--- config.mk ---
export PLATFORM = sky130hd
export DESIGN_NAME = qrm_div_step
export DESIGN_NICKNAME = d
export VERILOG_FILES = /design/src/rtl/qrm_pkg.sv /design/src/rtl/qrm_div_step.sv
export SDC_FILE = /design/constraint.sdc
export NUM_CORES = 2
export LEC_CHECK = 0
export ABC_CLOCK_PERIOD_IN_PS = 9250
export BUFFER_PORTS_ARGS = -buffer_cell sky130_fd_sc_hd__buf_4
export CORE_AREA = 4 4 471 473
export DETAILED_ROUTE_END_ITERATION = 8
export DIE_AREA = 0 0 475 477
export PLACE_DENSITY = 0.43
export SYNTH_ARGS = -nofsm -noshare
export SYNTH_HDL_FRONTEND = slang
export SYNTH_SLANG_ARGS = --single-unit
export TNS_END_PERCENT = 10
--- constraint.sdc ---
create_clock -name aclk -period 9.25 [get_ports aclk]
set_input_delay 1.85 -clock aclk [delete_from_list [all_inputs] [get_ports aclk]]
set_output_delay 1.85 -clock aclk [all_outputs]
set_load 0.05 [all_outputs]
--- src/rtl/qrm_pkg.sv ---
// Shared widths, constants and pipeline word types for the quaternion to matrix block.
package qrm_pkg;

    localparam int QUAT_W  = 16;
    localparam int PROD_W  = 2 * QUAT_W;
    localparam int N_W     = PROD_W + 1;
    localparam int NUM_W   = PROD_W + 2;
    localparam int DIV_W   = N_W + 1;
    localparam int QUO_W   = 15;
    localparam int REM_W   = 48;
    localparam int NLANE   = 9;
    localparam int OUT_W   = 16;
    localparam int THR_W   = 10;
    localparam int ONE_Q14 = 16384;
    localparam logic [THR_W-1:0] THR_RESET = THR_W'(2);

    localparam int ADDR_W = 3;
    localparam logic [0:0] REG_SNAP = 1'b0;

    typedef struct packed {
        logic             neg;
        logic [REM_W-1:0] rem;
        logic [QUO_W-1:0] quo;
    } lane_t;

    typedef struct packed {
        logic                  valid;
        logic                  zero;
        logic [DIV_W-1:0]      dvs;
        lane_t [NLANE-1:0]     lane;
    } div_word_t;

endpackage

--- src/rtl/qrm_div_step.sv ---
// One restoring division stage: settles one quotient bit in all nine lanes.
module qrm_div_step #(
    parameter int BIT = 0
) (
    input  logic               aclk,
    input  logic               aresetn,
    input  logic               en,
    input  qrm_pkg::div_word_t word_in,
    output qrm_pkg::div_word_t word_out
);
    import qrm_pkg::*;

    div_word_t word_reg, word_next;

    always_comb begin
        logic [REM_W-1:0] trial;
        word_next = word_in;
        trial     = REM_W'(word_in.dvs) << BIT;
        for (int k = 0; k < NLANE; k++) begin
            if (word_in.lane[k].rem >= trial) begin
                word_next.lane[k].rem      = word_in.lane[k].rem - trial;
                word_next.lane[k].quo[BIT] = 1'b1;
            end
        end
    end

    always_ff @(posedge aclk) begin
        if (!aresetn) begin
            word_reg.valid <= 1'b0;
        end else if (en) begin
            word_reg.valid <= word_next.valid;
        end
        if (en) begin
            word_reg.zero <= word_next.zero;
            word_reg.dvs  <= word_next.dvs;
            word_reg.lane <= word_next.lane;
        end
    end

    assign word_out = word_reg;

endmodule

# == Word-level counts from Yosys, hierarchy flattened ==
# Index checks and enable logic that the tools add are counted.
# classes
add_sub_neg,9
mux,9
n_lt_le_gt_ge,9
# op_table
op,n
$ge 48x34->1,9
$mux 48,9
$sub 48x34->48,9
# totals
in_bits,615
wordCells,66
ff_bits,612
out_inout_bits,612

# == Depth between registers and ports, before layout ==
# logic_depth
depth_word,2
ltp_mapped,14
mapped_depth_nobuf,13

# == Least setup slack after synthesis ==
# No wires, ideal clock.
# synth_path
kind,input-to-reg
start,input word_in[583] (netlist bit)
end,"register word_reg, in the netlist word_out[440], data pin"
required_ps,8979
cell_stages,14
path_slack_ps,4322
n_path_buf,2
arrival_time_ps,4657
setup_time_ps,271
path_cell_list,inv_1 > ha_1 > clkbuf_1 > a21o_1 > or3_1 > o21ai_1 > and3_1 > o21ai_0 > a311o_1 > a31oi_1 > or2_2 > clkbuf_1 > nor4_1 > xor2_1
# synth_lines
item,line_no,rtl
from (decl),qrm_div_step.sv:8,"input qrm_pkg::div_word_t word_in,"
to (decl),qrm_div_step.sv:13,"div_word_t word_reg, word_next;"

==> reports/results.ini <==
[run_status]
status=completed

[finish]
finalNetCount=6292
final_cells=8312
largest_reg_flops=612
drive_above_1_share=0.283
fin_area_um2=57000
area_delta_synth_final_pct=38.0

[timing]
finalSetupTns_ns=0
setup_ws_ns=3.56
tightest_slew_ns=1.15
clock_skew_ns=0
hold_violations=0
rsz0062_at_grt=no
slew_viol_final=0
finalSetupViolations=0
timing.final.crit_share=0.615
layout_min_cycle_time_ns=5.69
max_freq_mhz=176
slew_headroom=0.232

[global_route]
grt_max_degree=128
grt_pass1_vias=38263
grt_overflow=0
grt_pass1_wl_um=323000
antenna_found_initial=65
globalRouteTotalUtil=0.205

[yosys]
ys_ff_latch=612
yosysSeqAreaShare=0.445
postSynthAreaPerCell_um2=9.97
synth_cells=4142
synth_cell_types=79
synth_area_um2=41300
async_flop_share=0
ys.flop_type=edfxtp_1
yosys_warnings=0
synth_edf_count=611
synth_most_common_cell=edfxtp_1
synth_nets=5072
synth_top_area_frac=0.445
synth_commonest_cells=edfxtp_1 (611), a21oi_1 (461), nand2_1 (358), nor2_1 (357), ha_1 (306)
synth_area_leaders=edfxtp_1 (44%), ha_1 (9.3%), a21oi_1 (5.6%)
yosys.area.top_type=edfxtp_1

[power]
p_leak_nw=23.3
pwr-share-seq=0.326
ir_drop_v=0.000128
p_int_mw=6.83
power_mw=11.2
p_sw_frac=0.392
p_sw_mw=4.40
clockPowerShare=0.316
p_per_area_nw_per_um2=197
comb_power_share=0.357

[clocking]
cts_resized=0
cts_setup_buffers=0
cts.sinks=612
clock_latency_ns=0.71
postCtsHoldBufs=0
htreeDepth=3
cts.clk_slew.worst_paths_ns=0.06
cts_tree=yes
cts_root_buf=clkbuf_16
numCtsBuffers=86
ctsLongestPathBuffers=3

[placed_design]
dpl.hpwl_um=197000
port_buffers=1226
place_inst=8128
pre_cts_ws_ns=2.75
gp_congestion=0.884
dpl_cell_area_um2=54000

[critical_path]
cp_num_buf_inv=2
path_class=input pin to flop
cp_slowest_stage_delay_ns=0.61
end_kind=flop
crit_fanout=11
crit_family=compound AO/OA/AOI/OAI gates
start_kind=input pin
crit_arrival_ns=6.14
cpMaxStageDelayCell=a211oi_1
cp_common_cell=o31ai_1
required_ns=9.71
path_cells=buf_4, inv_2, ha_1, nor2b_1, o31ai_1, a21oi_1, o21bai_1, o31ai_1, a221o_1, a211oi_1, o21ai_0, a311oi_1, xor2_1

[detailed_routing]
drc=0
drt.antenna.violating_nets=0
dr.pass1.iters=8
drtIter0Drc=3009
via_per_inst=4.67
routed_wl_um=244000
via_count=38806
wl_per_cell_um=29.4

[die]
chipHeight_um=477
core_um2=217000
die-area_um2=227000
ios=1227
initial_core_util=0.190
fp.dieW_um=475
fp-row-count=171

[hold_path]
worstHoldPathType=flop to flop

[run]
cap_violations=0

final timing paths:
kind,startpoint,to,slack [ns],cells after the start
worst min register to register,word_out[611]$_SDFFE_PN0P_,word_out[611]$_SDFFE_PN0P_,0.52,2
worst min-delay path,word_out[611]$_SDFFE_PN0P_,word_out[611]$_SDFFE_PN0P_,0.52,2
worst max register to register,word_out[611]$_SDFFE_PN0P_,word_out[611]$_SDFFE_PN0P_,8.66,2
worst max-delay path,word_in[577],word_out[56]$_DFFE_PP_,3.56,13
per-layer routing:
metal / global-route usage / share of wire
met1: 0.236 / 0.39
met2: 0.353 / 0.49
met3: 0.0591 / 0.075
met4: 0.0858 / 0.046
met5: 0 / 0.0011
power groups by stage:
stage,combinational [mW],clock (mW),sequential (mW)
2_1_floorplan,1.22,0,4.85
3_3_place_gp,4.05,0,3.72
3_5_place_dp,4.02,0,3.72
4_1_cts,4.04,3.69,3.67
5_1_grt,4.23,3.79,3.69
6_report,4.01,3.55,3.66
worst min-delay path: cells and delay by family, from the launching register on:
| family | cells | cell delay, ns |
|---|---|---|
| DFF | 1 | 0.31 |
| muxes | 1 | 0.12 |
| and+or+nand+nor | 1 | 0.06 |
metrics by stage:
| step | utilization | hold WS [ns] |
|---|---|---|
| 2_1_floorplan | - | 0.743 |
| 3_3_place_gp | 0.249 | 0.508 |
| 3_5_place_dp | 0.249 | 0.515 |
| 4_1_cts | 0.262 | 0.533 |
| 5_1_grt | 0.262 | 0.568 |
| 6_report | 0.263 | 0.525 |
placed cells by master, fill, tap and decap left out, types with 49 or more instances in the layout:
| cell type | synthesis | layout |
|---|---|---|
| inv_1 | 122 | 89 |
| edfxtp_1 | 611 | 611 |
| mux2_2 | 68 | 68 |
| nor3_1 | 83 | 83 |
| clkbuf_16 | 0 | 87 |
| nand2b_1 | 49 | 49 |
| nand3_1 | 88 | 88 |
| nor2_1 | 357 | 356 |
| o21ai_0 | 245 | 245 |
| buf_4 | 0 | 1257 |
| a21o_1 | 150 | 149 |
| ha_1 | 306 | 306 |
| nand2_1 | 358 | 358 |
| nand4_1 | 61 | 61 |
| xnor2_1 | 220 | 220 |
| a21oi_1 | 461 | 461 |
| o21a_1 | 55 | 55 |
| xor2_1 | 164 | 164 |
area by class of cell:
class,count,area [um2]
sequential,612,18400
multi-input combinational,3278,22000
clock buffer,98,2220
timing repair buffer,1262,9530
inverter,122,458
tap,2854,3570
clock inverter,59,717
fill,23223,160000
antenna,27,67.6
kinds of logic after synthesis:
kind of cell    synth area share
flops                      0.445
fa+ha+maj                 0.0971
mux                       0.0200
buf+inv                   0.0233
compound gates             0.185
xor+xnor                  0.0815
simple gates               0.148
Power figures use the tool's default switching activity.
